### config.mk
export PLATFORM = sky130hd
export DESIGN_NAME = detm_queue_flat
export DESIGN_NICKNAME = d
export VERILOG_FILES = /design/src/hdl/detm_pkg.sv /design/src/hdl/detm_if.sv /design/src/hdl/detm_queue.sv /design/src/flat_wrapper.sv
export SDC_FILE = /design/constraint.sdc
export NUM_CORES = 1
export LEC_CHECK = 0
export BUFFER_PORTS_ARGS = -buffer_cell sky130_fd_sc_hd__buf_2
export CAP_MARGIN = 20
export CORE_MARGIN = 2
export CORE_UTILIZATION = 53
export CTS_CLUSTER_SIZE = 12
export DETAILED_ROUTE_END_ITERATION = 10
export PLACE_DENSITY_LB_ADDON = 0.2
export SKIP_LAST_GASP = 1
export SLEW_MARGIN = 40
export SYNTH_ARGS = -nofsm -noshare
export SYNTH_HDL_FRONTEND = slang
export SYNTH_SLANG_ARGS = --single-unit
### constraint.sdc
create_clock -name clock -period 9.25 [get_ports clock]
set_input_delay 0 -clock clock [delete_from_list [all_inputs] [get_ports clock]]
set_output_delay 0 -clock clock [all_outputs]
set_load 0.01 [all_outputs]
### src/hdl/detm_pkg.sv
`timescale 1ns / 1ps
// ----------------------------------------------------------------------------
// Damped Euler transform matrix package
// Shared types, constants and arithmetic helpers of the transform matrix core.
// ----------------------------------------------------------------------------
package detm_pkg;

   localparam logic CMD_TICK   = 1'b0;
   localparam logic CMD_ROTATE = 1'b1;

   localparam logic [1:0] AXIS_X = 2'd0;
   localparam logic [1:0] AXIS_Y = 2'd1;
   localparam logic [1:0] AXIS_Z = 2'd2;

   localparam logic [1:0] REG_DAMPING = 2'd0;
   localparam logic [1:0] REG_SCALE_X = 2'd1;
   localparam logic [1:0] REG_SCALE_Y = 2'd2;
   localparam logic [1:0] REG_SCALE_Z = 2'd3;

   localparam int CORDIC_ITERS = 16;
   localparam logic signed [33:0] CORDIC_GAIN = 34'sd652032874;
   localparam logic signed [20:0] PI_Q16      = 21'sd205887;
   localparam logic signed [20:0] TWO_PI_Q16  = 21'sd411775;
   localparam logic signed [20:0] HALF_PI_Q16 = 21'sd102944;

   typedef enum logic [1:0] {
      KIND_TICK,
      KIND_ROTATE,
      KIND_NOP
   } kind_type;

   typedef enum logic [3:0] {
      ST_IDLE,
      ST_ROTATE,
      ST_DAMP_MUL,
      ST_DAMP_ADD,
      ST_SC_START,
      ST_SC_WAIT,
      ST_ROW_LOAD,
      ST_ROT_MAC,
      ST_ROW_STORE,
      ST_RESULT
   } eng_state_type;

   typedef struct packed {
      logic               command;
      logic [1:0]         axis;
      logic signed [19:0] angle_delta;
      logic signed [19:0] target_angle_x;
      logic signed [19:0] target_angle_y;
      logic signed [19:0] target_angle_z;
      logic signed [19:0] target_orbit_x;
      logic signed [19:0] target_orbit_y;
      logic signed [19:0] target_orbit_z;
      logic signed [31:0] target_pos_x;
      logic signed [31:0] target_pos_y;
      logic signed [31:0] target_pos_z;
   } req_type;

   typedef struct packed {
      logic signed [31:0] row0_x;
      logic signed [31:0] row0_y;
      logic signed [31:0] row0_z;
      logic signed [31:0] row1_x;
      logic signed [31:0] row1_y;
      logic signed [31:0] row1_z;
      logic signed [31:0] row2_x;
      logic signed [31:0] row2_y;
      logic signed [31:0] row2_z;
      logic signed [31:0] row3_x;
      logic signed [31:0] row3_y;
      logic signed [31:0] row3_z;
   } rsp_type;

   typedef struct packed {
      logic [1:0]  index;
      logic [23:0] wdata;
   } csr_type;

   typedef struct packed {
      logic [16:0]        damping;
      logic signed [23:0] scale_x;
      logic signed [23:0] scale_y;
      logic signed [23:0] scale_z;
   } cfg_type;

   typedef struct packed {
      kind_type kind;
      req_type  req;
   } item_type;

   function automatic logic [15:0] atan_entry(input logic [3:0] i);
      logic [15:0] r;
      unique case (i)
         4'd0:    r = 16'd51472;
         4'd1:    r = 16'd30386;
         4'd2:    r = 16'd16055;
         4'd3:    r = 16'd8150;
         4'd4:    r = 16'd4091;
         4'd5:    r = 16'd2047;
         4'd6:    r = 16'd1024;
         4'd7:    r = 16'd512;
         4'd8:    r = 16'd256;
         4'd9:    r = 16'd128;
         4'd10:   r = 16'd64;
         4'd11:   r = 16'd32;
         4'd12:   r = 16'd16;
         4'd13:   r = 16'd8;
         4'd14:   r = 16'd4;
         default: r = 16'd2;
      endcase
      return r;
   endfunction

   // steps 0..2 spin x, y, z; steps 3..5 orbit z, x, y
   function automatic logic [1:0] step_axis(input logic [2:0] step);
      logic [1:0] r;
      unique case (step)
         3'd0:    r = AXIS_X;
         3'd1:    r = AXIS_Y;
         3'd2:    r = AXIS_Z;
         3'd3:    r = AXIS_Z;
         3'd4:    r = AXIS_X;
         3'd5:    r = AXIS_Y;
         default: r = AXIS_X;
      endcase
      return r;
   endfunction

   // round a Q2.30 weighted sum back to Q16.16 and saturate
   function automatic logic signed [31:0] round_q30(input logic signed [65:0] s);
      logic signed [65:0] t;
      logic signed [31:0] r;
      t = (s + 66'sd536870912) >>> 30;
      if (t > 66'sd2147483647) begin
         r = 32'sh7fffffff;
      end else if (t < -66'sd2147483648) begin
         r = 32'sh80000000;
      end else begin
         r = t[31:0];
      end
      return r;
   endfunction

endpackage

### src/hdl/detm_if.sv
`timescale 1ns / 1ps
// ----------------------------------------------------------------------------
// Damped Euler transform matrix channels
// Valid/ready channel interfaces for requests, responses and register writes.
// ----------------------------------------------------------------------------
interface detm_req_if;
   logic              valid;
   logic              ready;
   detm_pkg::req_type payload;
   modport source(output valid, output payload, input ready);
   modport sink(input valid, input payload, output ready);
endinterface


### src/hdl/detm_queue.sv
`timescale 1ns / 1ps
// ----------------------------------------------------------------------------
// Damped Euler transform matrix front queue
// Accepts request transactions, classifies them and buffers two entries.
// ----------------------------------------------------------------------------
module detm_queue (
   input  logic                clock,
   input  logic                reset,
   detm_req_if.sink            req_bus,
   output logic                q_valid,
   output detm_pkg::item_type  q_item,
   input  logic                q_pop
);

   detm_pkg::item_type entry_ff [2];
   logic       wr_ptr_ff, wr_ptr_in;
   logic       rd_ptr_ff, rd_ptr_in;
   logic [1:0] count_ff, count_in;
   logic       push;
   detm_pkg::item_type new_item;

   assign req_bus.ready = (count_ff != 2'd2);
   assign push = req_bus.valid && req_bus.ready;
   assign q_valid = (count_ff != 2'd0);
   assign q_item = entry_ff[rd_ptr_ff];

   // classify: unused axis turns a rotate into a no-op
   always_comb begin
      new_item.req = req_bus.payload;
      if (req_bus.payload.command == detm_pkg::CMD_TICK) begin
         new_item.kind = detm_pkg::KIND_TICK;
      end else if (req_bus.payload.axis == 2'd3) begin
         new_item.kind = detm_pkg::KIND_NOP;
      end else begin
         new_item.kind = detm_pkg::KIND_ROTATE;
      end
   end

   always_comb begin
      wr_ptr_in = push ? ~wr_ptr_ff : wr_ptr_ff;
      rd_ptr_in = q_pop ? ~rd_ptr_ff : rd_ptr_ff;
      count_in = count_ff + 2'(push) - 2'(q_pop);
   end

   always_ff @(posedge clock) begin
      if (reset) begin
         wr_ptr_ff <= 1'b0;
         rd_ptr_ff <= 1'b0;
         count_ff <= 2'd0;
      end else begin
         wr_ptr_ff <= wr_ptr_in;
         rd_ptr_ff <= rd_ptr_in;
         count_ff <= count_in;
      end
   end

   always_ff @(posedge clock) begin
      if (push) begin
         entry_ff[wr_ptr_ff] <= new_item;
      end
   end

endmodule

### src/flat_wrapper.sv
// flat-port wrapper written by rule: the top's interface ports become plain ports
module detm_queue_flat 
  (clock, reset, q_valid, q_item, q_pop, req_bus_valid, req_bus_payload, req_bus_ready);
  detm_req_if req_bus_i ();
  input  logic clock;
  input  logic reset;
  output logic q_valid;
  output detm_pkg::item_type q_item;
  input  logic q_pop;
  input wire logic [$bits(req_bus_i.valid)-1:0] req_bus_valid;
  input wire logic [$bits(req_bus_i.payload)-1:0] req_bus_payload;
  output wire logic [$bits(req_bus_i.ready)-1:0] req_bus_ready;
  assign req_bus_i.valid = req_bus_valid;
  assign req_bus_i.payload = req_bus_payload;
  assign req_bus_ready = req_bus_i.ready;
  detm_queue u_core (.clock(clock), .reset(reset), .req_bus(req_bus_i), .q_valid(q_valid), .q_item(q_item), .q_pop(q_pop));
endmodule
### Word-level counts from Yosys, hierarchy flattened

Memory sizes are Yosys's and may differ from the RTL's. A register that Yosys moved wholly into a read port is not among the register bits.
Cells that the tools add are included.

* output and inout port bits: 243
* logic and storage cells: 18
* register bits after elaboration: 4
* memories kept: 1
* bits in writable memories: 482

Memories
* u_core.entry_ff: words 2, bits a word 241, read ports 1, clocked after Yosys merged registers in 1, write ports 1, RTL line detm_queue.sv:15 `detm_pkg::item_type entry_ff [2];`

* add/subtract/negate cells: 2
* mux-type cells: 6
* reductions and logical operators: 2
* bitwise gates (word level): 2
* eq/ne operators: 2

Operators with widths (number)
* two-way mux 1 bit: 4
* two-way mux 2 bit: 2
* adder 2 x 1 -> 2 bit: 1
* equality test 2 bit, second input constant: 1
* inequality test 2 bit, second input constant: 1
* NOT 1 bit: 2
* nonzero test 2 bit: 1
* subtractor 2 x 1 -> 2 bit: 1
* logical AND 1 bit: 1

### Longest topological paths before layout

Gate-level depths: netlist of the first run.

* depth in word-level cells: 4
* depth in mapped cells: 5
* depth with buffers taken out: 5

### Worst setup path before layout of the first run

No wires, ideal clock.

* path kind: reg-to-reg
* from: register u_core.count_ff[1]
* to: memory u_core.entry_ff[1][0] in the netlist's numbering, enable pin
* path buffers: 0
* cell stages (with the launch flop): 3
* setup slack: 2.535 ns
* arrival time: 6.081 ns
* required time: 8.616 ns
* cell sequence: dfxtp_1 > or2b_4 > and3_1

* word-level cells in the longest chain between the ends: 4

Ends and longest elaborated chain
* from (decl): RTL line detm_queue.sv:18 `logic [1:0] count_ff, count_in;`
* from (signal assigned): RTL line detm_queue.sv:53 `count_ff <= count_in;`
* inequality test 2 bit: RTL line detm_queue.sv:22 `assign req_bus.ready = (count_ff != 2'd2);`
* net req_bus_ready: RTL line flat_wrapper.sv:12 `output wire logic [$bits(req_bus_i.ready)-1:0] req_bus_ready;`
* logical AND 1 bit: RTL line detm_queue.sv:23 `assign push = req_bus.valid && req_bus.ready;`
* two-way mux 1 bit: RTL line detm_queue.sv:58 `if (push) begin`
* two-way mux 1 bit (not written as such): RTL line detm_queue.sv:59 `entry_ff[wr_ptr_ff] <= new_item;`
* to (decl): RTL line detm_queue.sv:15

The timed path passes the listed nets, and every way through them passes these cells.

### Final worst setup path of the first run

* from: register u_core.count_ff[1]
* to: memory u_core.entry_ff[1][206] in the netlist's numbering, enable pin

* word-level cells in the longest chain between the ends: 4

Ends and longest elaborated chain (RTL line)
* inequality test 2 bit: detm_queue.sv:22
* logical AND 1 bit: detm_queue.sv:23
* two-way mux 1 bit: detm_queue.sv:58
* two-way mux 1 bit (not written as such): detm_queue.sv:59

No other way between the ends.

==> results.ini, run 1 <==
[outcome]
status=completed

[sta]
worstMarginPinSlew_ns=0.809
maxSlewViolCount=0
timing.final.crit_period_ns=3.08
slew_headroom_pct=46.1
final-hold-violation-count=0
setup_viol=0
final.setup.tns_ns=0
rsz0062_at_grt=no
finalClockSkew_ns=0.0200
clock.fmax_mhz=325
finalCritPeriodShare_pct=33.3

[logic_synthesis]
syn_area_per_cell_um2=23.7
synth_cell_type_count=24
synth-seq-cells=487
synth_area_um2=18400
ys_warn_count=0
postSynthNetCount=1022
synthCells=778
synth_seq_area_share_pct=79.1

[place]
dp_hpwl_um=25900
io_buffers=485
gp_congestion=0.809
place_area_um2=21300

[worst_setup_path]
crit_required_ns=9.42
start_kind=flip-flop
arrival_ns=3.25
cp-end-kind=flip-flop
path_max_fanout=77
critical_path_class=flip-flop to flip-flop

[clock_network]
insertion_delay_ns=0.56
root_buffer=clkbuf_16
htreeDepth=2
clkSinkCount=487
clock_path_buffers=3
clk_pin_slew_worst_paths_ns=0.06
cts_made_buffers=50
cts_tree=done
cts_setup_buffers=0

[global_route]
antenna_found_initial=6
grtUsageTotal_pct=22.4
global_route.usage.met3_pct=6.61
grt_pass1_vias=11000
use_met2_pct=39.9
grt.busiest_layer=met2
grt_start_max_net_pins=119
use_met1_pct=24.7
grt_pass1_wl_um=61200
grt-ovfl-total=0

[floorplan]
ios=486
row_count=68
fp.dieW_um=190
dieHeight_um=190
start_util_pct=53.6
die_area_um2=36300
fp.coreArea_um2=34400

[finish]
nNetsFinal=1784
fill_cells=2060
drive_gt1_share_pct=50.9
design_area_um2=25200
syn_to_final_growth_pct=36.8

[route]
vias=10200
ant_nets=0
wl_per_cell_um=20.5
drtIter0Drc=479
remaining_drc_errors=0
totalWireLength_um=41800
dr.pass1.iters=4
via_per_inst=5.01

[worst_hold_path]
hold_path_class=input port to flip-flop

[pwr]
peakVddDrop_mv=0.209
power_leakage_nw=9.93
power.density_nw_per_um2=209

[flow_run]
cap_violations=0

==> path summary, 6_finish.rpt <==
check	slack [ns]	to	depth (start not counted)	start
setup / recovery	6.17	u_core.entry_ff[1][206]	4	u_core.count_ff[1]
hold reg to reg	0.54	u_core.rd_ptr_ff	2	u_core.rd_ptr_ff
hold / removal	0.17	u_core.entry_ff[0][62]	2	req_bus_payload[62]
setup reg to reg	6.17	u_core.entry_ff[1][206]	4	u_core.count_ff[1]
==> critical path, cell delays in order (launching register included) <==
cell	delay, ns
dfxtp_1	0.33
or2b_4	0.24
and3_4	0.62
buf_4	0.75
buf_6	0.65
==> cell usage after synthesis <==
cell / n / area share (%)
buf_2: 5 / 0.14
nand2_1: 1 / 0.020
buf_8: 1 / 0.081
dfxtp_1: 5 / 0.54
a21boi_0: 1 / 0.041
buf_6: 21 / 1.3
a21o_1: 1 / 0.041
mux2i_1: 1 / 0.054
nand3_1: 1 / 0.027
a21bo_2: 1 / 0.054
nand3b_1: 1 / 0.041
and2b_1: 1 / 0.041
nor2_1: 3 / 0.061
nor2b_1: 1 / 0.034
or2b_4: 1 / 0.061
ha_1: 1 / 0.068
and3_1: 2 / 0.068
inv_1: 2 / 0.041
mux2_2: 52 / 3.2
xnor2_1: 1 / 0.048
mux2_4: 190 / 15
edfxtp_1: 482 / 79
or2_2: 1 / 0.034
a21oi_1: 2 / 0.054
==> through the flow <==
step / setup slack [ns] / total power [W] / utilization [%] / hold WS (ns) / cells
2_1_floorplan: 2.54 / 0.00318 / - / 0.0691 / 778
3_3_place_gp: 5.91 / 0.00341 / 61.8 / 0.187 / 1698
3_5_place_dp: 6.18 / 0.00343 / 62.0 / 0.191 / 1700
4_1_cts: 6.16 / 0.00532 / 73.3 / 0.125 / 2030
5_1_grt: 5.98 / 0.00547 / 73.4 / 0.150 / 2036
6_report: 6.17 / 0.00528 / 73.4 / 0.168 / 2036
==> sequential cells by signal (all words and copies together) (netlist names), named ones only <==
register,flops
u_core.entry_ff,482
u_core.count_ff,2
u_core.rd_ptr_ff,1
u_core.wr_ptr_ff,1
==> cell usage in the layout (no fill, tap or decap), drive strengths merged <==
cell	count
buf	494
edfxtp	482
dlygate4sd3	243
mux2	242
clkbuf	70
clkinv	17
diode	6
dfxtp	5
nor2	3
a21oi	2
inv	2
and3	2
a21boi	1
or2b	1
or2	1
nand3b	1
a21o	1
nand3	1
xnor2	1
a21bo	1
nor2b	1
nand2	1
and2b	1
mux2i	1
ha	1
==> cell type report <==
class | count | area, um^2 | share of cell area (%)
Antenna cell | 6 | 15.0 | 0.0595
Clock inverter | 17 | 70.1 | 0.278
Timing Repair Buffer | 737 | 4990 | 19.8
Tap cell | 455 | 569 | 2.26
Sequential cell | 487 | 14600 | 57.8
Inverter | 2 | 20.0 | 0.0794
Clock buffer | 70 | 1400 | 5.55
Multi-Input combinational cell | 262 | 3580 | 14.2
==> cells by family (layout without fill, tap and decap cells) <==
logic type | count (synthesis) | in the layout | share of synthesized area, %
flip-flops | 487 | 487 | 79.1
multiplexers | 243 | 243 | 18.7
buffers and inverters | 29 | 826 | 1.54
AND/OR/NAND/NOR | 12 | 12 | 0.387
AO/OA/AOI/OAI | 5 | 5 | 0.190
adder cells (fa/ha/maj) | 1 | 1 | 0.0679
XOR/XNOR | 1 | 1 | 0.0475
other | 0 | 6 | 0
==> report_power, final <==
group          switching, W  leakage, nW  internal (W)
clock network      0.000764        0.718       0.00104
logic              0.000390         4.68      0.000403
registers         0.0000472         4.53       0.00263
total               0.00120         9.93       0.00408
==> per-layer routing <==
layer	share of wire (%)	wire length, um
met5	0	0
met4	4.0	1660
met1	36	15200
met2	51	21500
met3	8.1	3390
==> repair_timing <==
item / 4_1_cts / 5_1_grt
setup endpoints to repair: 0 / 0
hold buffers: 243 / 0
resized for setup: 0 / 0
endpoints found under the hold margin: 487 / 0
Note: power is estimated with default switching activity, not from simulation.
==> run 2, diff against run 1 <==
--- a/config.mk
+++ b/config.mk
@@ -5,6 +5,7 @@
 export SDC_FILE = /design/constraint.sdc
 export NUM_CORES = 1
 export LEC_CHECK = 0
+export ABC_AREA = 1
 export BUFFER_PORTS_ARGS = -buffer_cell sky130_fd_sc_hd__buf_2
 export CAP_MARGIN = 20
 export CORE_MARGIN = 2
==> constraint.sdc (replaced) <==
create_clock -name clock -period 3.1 [get_ports clock]
set_input_delay 0 -clock clock [delete_from_list [all_inputs] [get_ports clock]]
set_output_delay 0 -clock clock [all_outputs]
set_load 0.01 [all_outputs]
==> run 2 against run 1 <==
  * Via count down 1.2%
  * Register-to-register slack worse by 4.9 ns
  * Worst setup slack worse by 5.3 ns
  * Clock power rose to 2.8 times the previous value
  * Critical path depth down 1
  * Flip-flop and latch count unchanged
  * Clock skew down 0.0057 ns
  * Cell count down 0.25%
  * Die area down 0.12%
  * Global-route usage down 0.70 points
  * Critical endpoint is now q_item[57]
==> results.ini, run 2 <==
[finish]
top_regs=u_core.entry_ff (482), u_core.count_ff (2)  ; unchanged
largest_reg_flops=482  ; unchanged
layout_common_cells=buf_2 (485), edfxtp_1 (482), dlygate4sd3_1 (243)  ; unchanged
postLayoutCoreUtil_pct=73.0  ; was 73.4%
drive_gt1_share_pct=50.7  ; was 50.9%
largest_register=u_core.entry_ff  ; unchanged
mostFrequentLayoutCell=buf_2  ; unchanged
syn_to_final_growth_pct=36.3  ; was 36.8%
fill_cells=2055  ; was 2060
nNetsFinal=1790  ; was 1784

[pwr]
peakVddDrop_mv=0.515  ; was 0.209 mV
power_leakage_nw=9.87  ; was 9.93 nW
power.density_nw_per_um2=626  ; was 209 nW/um^2
sw_frac_of_total_pct=23.1  ; was 22.8%
power_switching_w=0.00363  ; was 0.00120 W
clockPowerShare_pct=32.6  ; was 34.3%
power_frac_comb_pct=15.9  ; was 15.0%
internal_power_w=0.0121  ; was 0.00408 W
seqPwrFrac_pct=51.5  ; was 50.7%

[place]
dp_hpwl_um=24500  ; was 25900 um
post-place-ws_ns=1.32  ; was 6.18 ns
gp_congestion=0.763  ; was 0.809
io_buffers=485  ; unchanged

[worst_setup_path]
cp_slowest_cell=dfxtp_4  ; was buf_4
cp_top_family=flip-flops  ; was buffers and inverters
path_max_fanout=66  ; was 77
path_buf_inv=2  ; unchanged
slowest_delay_ns=0.64  ; was 0.75 ns
path_cells=buf_12, mux2_4, buf_2  ; was or2b_4, and3_4, buf_4, buf_6
start_kind=flip-flop  ; unchanged
arrival_ns=2.23  ; was 3.25 ns
r2r-start=u_core.count_ff[0]  ; was u_core.count_ff[1]
crit_required_ns=3.10  ; was 9.42 ns
cp-end-kind=output pin  ; was flip-flop
critical_path_class=flip-flop to output pin  ; was flip-flop to flip-flop

[logic_synthesis]
synthCells=784  ; was 778
synth_seq_area_share_pct=79.2  ; was 79.1%
syn_area_per_cell_um2=23.5  ; was 23.7 um^2
ys_warn_count=0  ; unchanged
synth_area_um2=18400  ; about the same
synth_mux_area_share_pct=18.6  ; was 18.7%
synthTopCellsByArea=edfxtp_1 (79%), mux2_4 (15%), mux2_2 (3.1%)  ; was edfxtp_1 (79%), mux2_4 (15%), mux2_2 (3.2%)
synth-seq-cells=487  ; unchanged
synthFlopType=edfxtp_1  ; unchanged
synth_top_area_cell=edfxtp_1  ; unchanged
synth_common_cells=edfxtp_1 (482), mux2_4 (190), mux2_2 (51), buf_6 (21)  ; was edfxtp_1 (482), mux2_4 (190), mux2_2 (52), buf_6 (21)
synth_most_common_cell=edfxtp_1  ; unchanged
async_reset_ff_share_pct=0  ; unchanged
synth_cell_type_count=15  ; was 24
postSynthNetCount=1028  ; was 1022
synth_top_family_by_area=multiplexers  ; unchanged
synth-xor-area-share_pct=0.0951  ; was 0.0475%
synth_top_area_share_pct=78.6  ; was 78.5%
synth-compound-area-share_pct=0.0544  ; was 0.190%
synth-edff-count=482  ; unchanged
synth-simple-area-share_pct=0.387  ; about the same
synth_fa_ha_area_share_pct=0.0680  ; was 0.0679%

[clock_network]
insertion_delay_ns=0.55  ; was 0.56 ns
cts_tree=done  ; unchanged
cts_made_buffers=49  ; was 50
clkSinkCount=487  ; unchanged
root_buffer=clkbuf_16  ; unchanged
cts-hold-fix-buffers=243  ; unchanged
cts_setup_buffers=0  ; unchanged
htreeDepth=2  ; unchanged
clock_path_buffers=3  ; unchanged
clk_pin_slew_worst_paths_ns=0.06  ; about the same
postCtsResizedCells=0  ; unchanged

[route]
drtIter0Drc=565  ; was 479
dr.pass1.iters=4  ; unchanged
remaining_drc_errors=0  ; unchanged
via_per_inst=4.96  ; was 5.01
wl_per_cell_um=20.2  ; was 20.5 um
ant_nets=0  ; unchanged
vias=10100  ; was 10200
totalWireLength_um=40900  ; was 41800 um

[global_route]
antenna_found_initial=5  ; was 6
grtUsageTotal_pct=21.7  ; was 22.4%
grt_pass1_wl_um=59100  ; was 61200 um
grt_start_max_net_pins=129  ; was 119
grt_pass1_vias=10800  ; was 11000
grt-ovfl-total=0  ; unchanged

[sta]
finalCritPeriodShare_pct=71.8
worst_slack_ns=0.875  ; was 6.17 ns
maxSlewViolCount=0  ; unchanged
clock.fmax_mhz=449
final-hold-violation-count=0  ; unchanged
timing.final.crit_period_ns=2.23
finalClockSkew_ns=0.0143  ; was 0.0200 ns
slew_headroom_pct=49.0  ; was 46.1%
setup_viol=0  ; unchanged
worstMarginPinSlew_ns=0.765  ; was 0.809 ns
rsz0062_at_grt=no  ; unchanged

[floorplan]
die_area_um2=36200  ; was 36300 um^2
fp.dieW_um=190  ; about the same
start_util_pct=53.6  ; about the same
fp.coreArea_um2=34400  ; unchanged
dieHeight_um=190  ; about the same
row_count=68  ; unchanged
ios=486  ; unchanged

[worst_hold_path]
hold_path_class=input port to flip-flop  ; unchanged
hp-start=req_bus_payload[231]  ; was req_bus_payload[62]

[outcome]
status=completed  ; unchanged

[flow_run]
cap_violations=0  ; unchanged

run 2: changes by cell type in the layout (fill, tap and decap cells not counted), moves of 4 or more:
cell / delta
clkinv_1: -8
buf_12: +5
buf_6: -4
clkbuf_16: -4
nand2_1: +4
nor2_1: +4
run 2: layer usage:
layer	share of wire, %	up-vias	track usage [%]
li1	-	4629	-
met1	36	4962	23.7
met2	54	392	39.9
met3	7.2	87	5.72
met4	3.2	2	8.53
met5	0.032	-	0
run 2: cell type report:
class / count / area [um^2] / area share, %
Inverter: 6 / 26.3 / 0.105
Clock inverter: 8 / 37.5 / 0.150
Multi-Input combinational cell: 264 / 3550 / 14.2
Antenna cell: 5 / 12.5 / 0.0499
Clock buffer: 68 / 1300 / 5.17
Tap cell: 455 / 569 / 2.27
Timing Repair Buffer: 738 / 5020 / 20.0
Sequential cell: 487 / 14600 / 58.1
run 2: kinds of logic after synthesis:
kind of cell             Yosys count
multiplexers                     241
AO/OA/AOI/OAI                      2
AND/OR/NAND/NOR                   18
flip-flops                       487
adder cells (fa/ha/maj)            1
buffers and inverters             33
XOR/XNOR                           2
run 2: final timing paths:
path / endpoint / slack, ns / cells after the start
worst max register to register: u_core.entry_ff[1][215] / 1.26 / 7
worst min-delay path: u_core.entry_ff[1][231] / 0.18 / 2
worst min register to register: u_core.wr_ptr_ff / 0.56 / 2
worst max-delay path: q_item[57] / 0.87 / 3
run 2: stage by stage:
stage	power (W)	setup TNS, ns	area [um^2]	cells	hold WS (ns)
detailed placement	0.0105	0	21300	1707	0.188
global placement	0.0104	0	21300	1707	0.187
CTS	0.0158	0	25100	2026	0.139
global route	0.0162	0	25100	2029	0.156
finish	0.0157	0	25100	2031	0.177
floorplan	0.00963	-728.04	18400	784	0.0724
run 2: power by group through the flow:
stage / logic [W] / clock network [W] / registers, W
after detailed placement: 0.00223 / 0 / 0.00822
after global routing: 0.00265 / 0.00545 / 0.00814
after floorplan: 0.00139 / 0 / 0.00824
after CTS: 0.00250 / 0.00521 / 0.00809
final: 0.00249 / 0.00512 / 0.00809
after global placement: 0.00222 / 0 / 0.00818
==> run 3, diff against run 2 <==
==> constraint.sdc (replaced) <==
create_clock -name clock -period 2.1 [get_ports clock]
set_input_delay 0 -clock clock [delete_from_list [all_inputs] [get_ports clock]]
set_output_delay 0 -clock clock [all_outputs]
set_load 0.01 [all_outputs]
==> run 3 against run 2 <==
  * Clock power grew 46%
  * Utilization grew 0.72 points
  * Flip-flop and latch count did not move
  * Largest power group unchanged
  * Critical path type unchanged
==> results.ini, run 3 (synthesis results as in run 2) <==
[finish]
largest_register=u_core.entry_ff  ; unchanged
postLayoutCoreUtil_pct=73.7  ; was 73.0%
mostFrequentLayoutCell=buf_2  ; unchanged
largest_reg_flops=482  ; unchanged
drive_gt1_share_pct=51.3  ; was 50.7%
syn_to_final_growth_pct=37.7  ; was 36.3%
top_regs=u_core.entry_ff (482), u_core.count_ff (2)  ; unchanged
fill_cells=2053  ; was 2055
design_area_um2=25300  ; was 25100 um^2
nNetsFinal=1808  ; was 1790
stdcell_count=2043  ; was 2031
layout_common_cells=buf_2 (485), edfxtp_1 (482), dlygate4sd3_1 (243)  ; unchanged

[route]
via_per_inst=4.97  ; was 4.96
totalWireLength_um=41600  ; was 40900 um
dr.pass1.iters=4  ; unchanged
remaining_drc_errors=0  ; unchanged
ant_nets=0  ; unchanged
vias=10200  ; was 10100
drtIter0Drc=556  ; was 565
wl_per_cell_um=20.3  ; was 20.2 um

[worst_setup_path]
rr_worst_depth=8  ; was 7
timing.rr.end=u_core.entry_ff[1][181]  ; was u_core.entry_ff[1][215]
start_kind=flip-flop  ; unchanged
cp-end-kind=output pin  ; unchanged
path_max_fanout=60  ; was 66
r2r-start=u_core.count_ff[0]  ; unchanged
path_cells=buf_12, mux2_2, buf_2  ; was buf_12, mux2_4, buf_2
cp_num_cells=3  ; unchanged
crit_required_ns=2.10  ; was 3.10 ns
path_buf_inv=2  ; unchanged
cp_top_family=buffers and inverters  ; was flip-flops
slowest_delay_ns=0.46  ; was 0.64 ns
arrival_ns=2.00  ; was 2.23 ns
critical_path_class=flip-flop to output pin  ; unchanged
cp_slowest_cell=dfxtp_4  ; unchanged
r2r_slack_ns=0.42  ; was 1.26 ns
endpoint=q_item[13]  ; was q_item[57]

[floorplan]
dieHeight_um=190  ; unchanged
fp.dieW_um=190  ; unchanged
row_count=68  ; unchanged
start_util_pct=53.6  ; unchanged
fp.coreArea_um2=34400  ; unchanged
ios=486  ; unchanged
die_area_um2=36200  ; unchanged

[global_route]
grt_start_max_net_pins=61  ; was 129
grtUsageTotal_pct=22.2  ; was 21.7%
grt-ovfl-total=0  ; unchanged
grt_pass1_wl_um=60600  ; was 59100 um
grt_pass1_vias=11000  ; was 10800
antenna_found_initial=3  ; was 5

[place]
place_area_um2=21600  ; was 21300 um^2
dpl.cell_count=1726  ; was 1707
dp_hpwl_um=26100  ; was 24500 um
post-place-ws_ns=0.438  ; was 1.32 ns
gp_congestion=0.755  ; was 0.763
io_buffers=485  ; unchanged

[clock_network]
insertion_delay_ns=0.54  ; was 0.55 ns
root_buffer=clkbuf_16  ; unchanged
postCtsResizedCells=0  ; unchanged
clkSinkCount=487  ; unchanged
cts_setup_buffers=0  ; unchanged
cts-hold-fix-buffers=243  ; unchanged
clock_path_buffers=3  ; unchanged
htreeDepth=2  ; unchanged
cts_made_buffers=48  ; was 49
clk_pin_slew_worst_paths_ns=0.06  ; about the same
cts_tree=done  ; unchanged

[sta]
maxSlewViolCount=0  ; unchanged
worst_slack_ns=0.0965  ; was 0.875 ns
setup_viol=0  ; unchanged
timing.final.crit_period_ns=2.00
finalClockSkew_ns=0.0120  ; was 0.0143 ns
slew_headroom_pct=68.7  ; was 49.0%
final-hold-violation-count=0  ; unchanged
rsz0062_at_grt=no  ; unchanged
finalCritPeriodShare_pct=95.4
clock.fmax_mhz=499
hold_ws_ns=0.175  ; was 0.177 ns
worstMarginPinSlew_ns=0.470  ; was 0.765 ns

[pwr]
peakVddDrop_mv=0.830  ; was 0.515 mV
power_leakage_nw=10.0  ; was 9.87 nW
power.density_nw_per_um2=916  ; was 626 nW/um^2

[worst_hold_path]
hold_path_class=input port to flip-flop  ; unchanged

[flow_run]
cap_violations=0  ; unchanged

[outcome]
status=completed  ; unchanged

==> run 3: changes by cell type in the layout (fill, tap and decap cells not counted), sizes merged <==
cell      delta
clkbuf       -5
buf         +19
diode        -1
clkinvlp     -1
==> run 3: cell type report <==
cell class	count	area, um^2	area share (%)
tap	455	569	2.25
multi-input combinational	264	3550	14.0
clock inverter	7	27.5	0.109
sequential	487	14600	57.5
inverter	6	26.3	0.104
antenna	4	10.0	0.0395
clock buffer	63	1280	5.05
timing repair buffer	757	5300	20.9
==> run 3: stage by stage <==
| stage | total power [W] | TNS (ns) |
|---|---|---|
| 4_1_cts | 0.0234 | 0 |
| 6_report | 0.0232 | 0 |
| 3_3_place_gp | 0.0155 | 0 |
| 5_1_grt | 0.0241 | 0 |
| 3_5_place_dp | 0.0156 | 0 |
| 2_1_floorplan | 0.0142 | -1210.04 |
==> run 3: power breakdown <==
part | leakage [nW] | switching [W] | internal [W]
sequential | 4.53 | 0.000223 | 0.0117
combinational | 4.83 | 0.00188 | 0.00197
clock | 0.634 | 0.00325 | 0.00420
==> run 3: worst min path at each step <==
stage / start / endpoint / slack, ns / cells after the start
6_report: req_bus_payload[89] / u_core.entry_ff[0][89] / 0.17 / 2
5_1_grt: req_bus_payload[75] / u_core.entry_ff[1][75] / 0.17 / 2
3_3_place_gp: reset / flip-flop / 0.18 / 2
2_1_floorplan: reset / flip-flop / 0.07 / 1
3_5_place_dp: reset / flip-flop / 0.18 / 2
4_1_cts: req_bus_payload[187] / u_core.entry_ff[1][187] / 0.15 / 2
==> run 3: metal layers <==
| metal | vias to the layer above | part of all wire, % | routed length [um] | track usage, % |
|---|---|---|---|---|
| li1 | 4656 | - | - | - |
| met1 | 5034 | 36 | 14900 | 24.3 |
| met2 | 383 | 54 | 22400 | 41.0 |
| met3 | 84 | 6.9 | 2850 | 5.61 |
| met4 | 0 | 3.4 | 1420 | 8.77 |
| met5 | - | 0 | 0 | 0 |
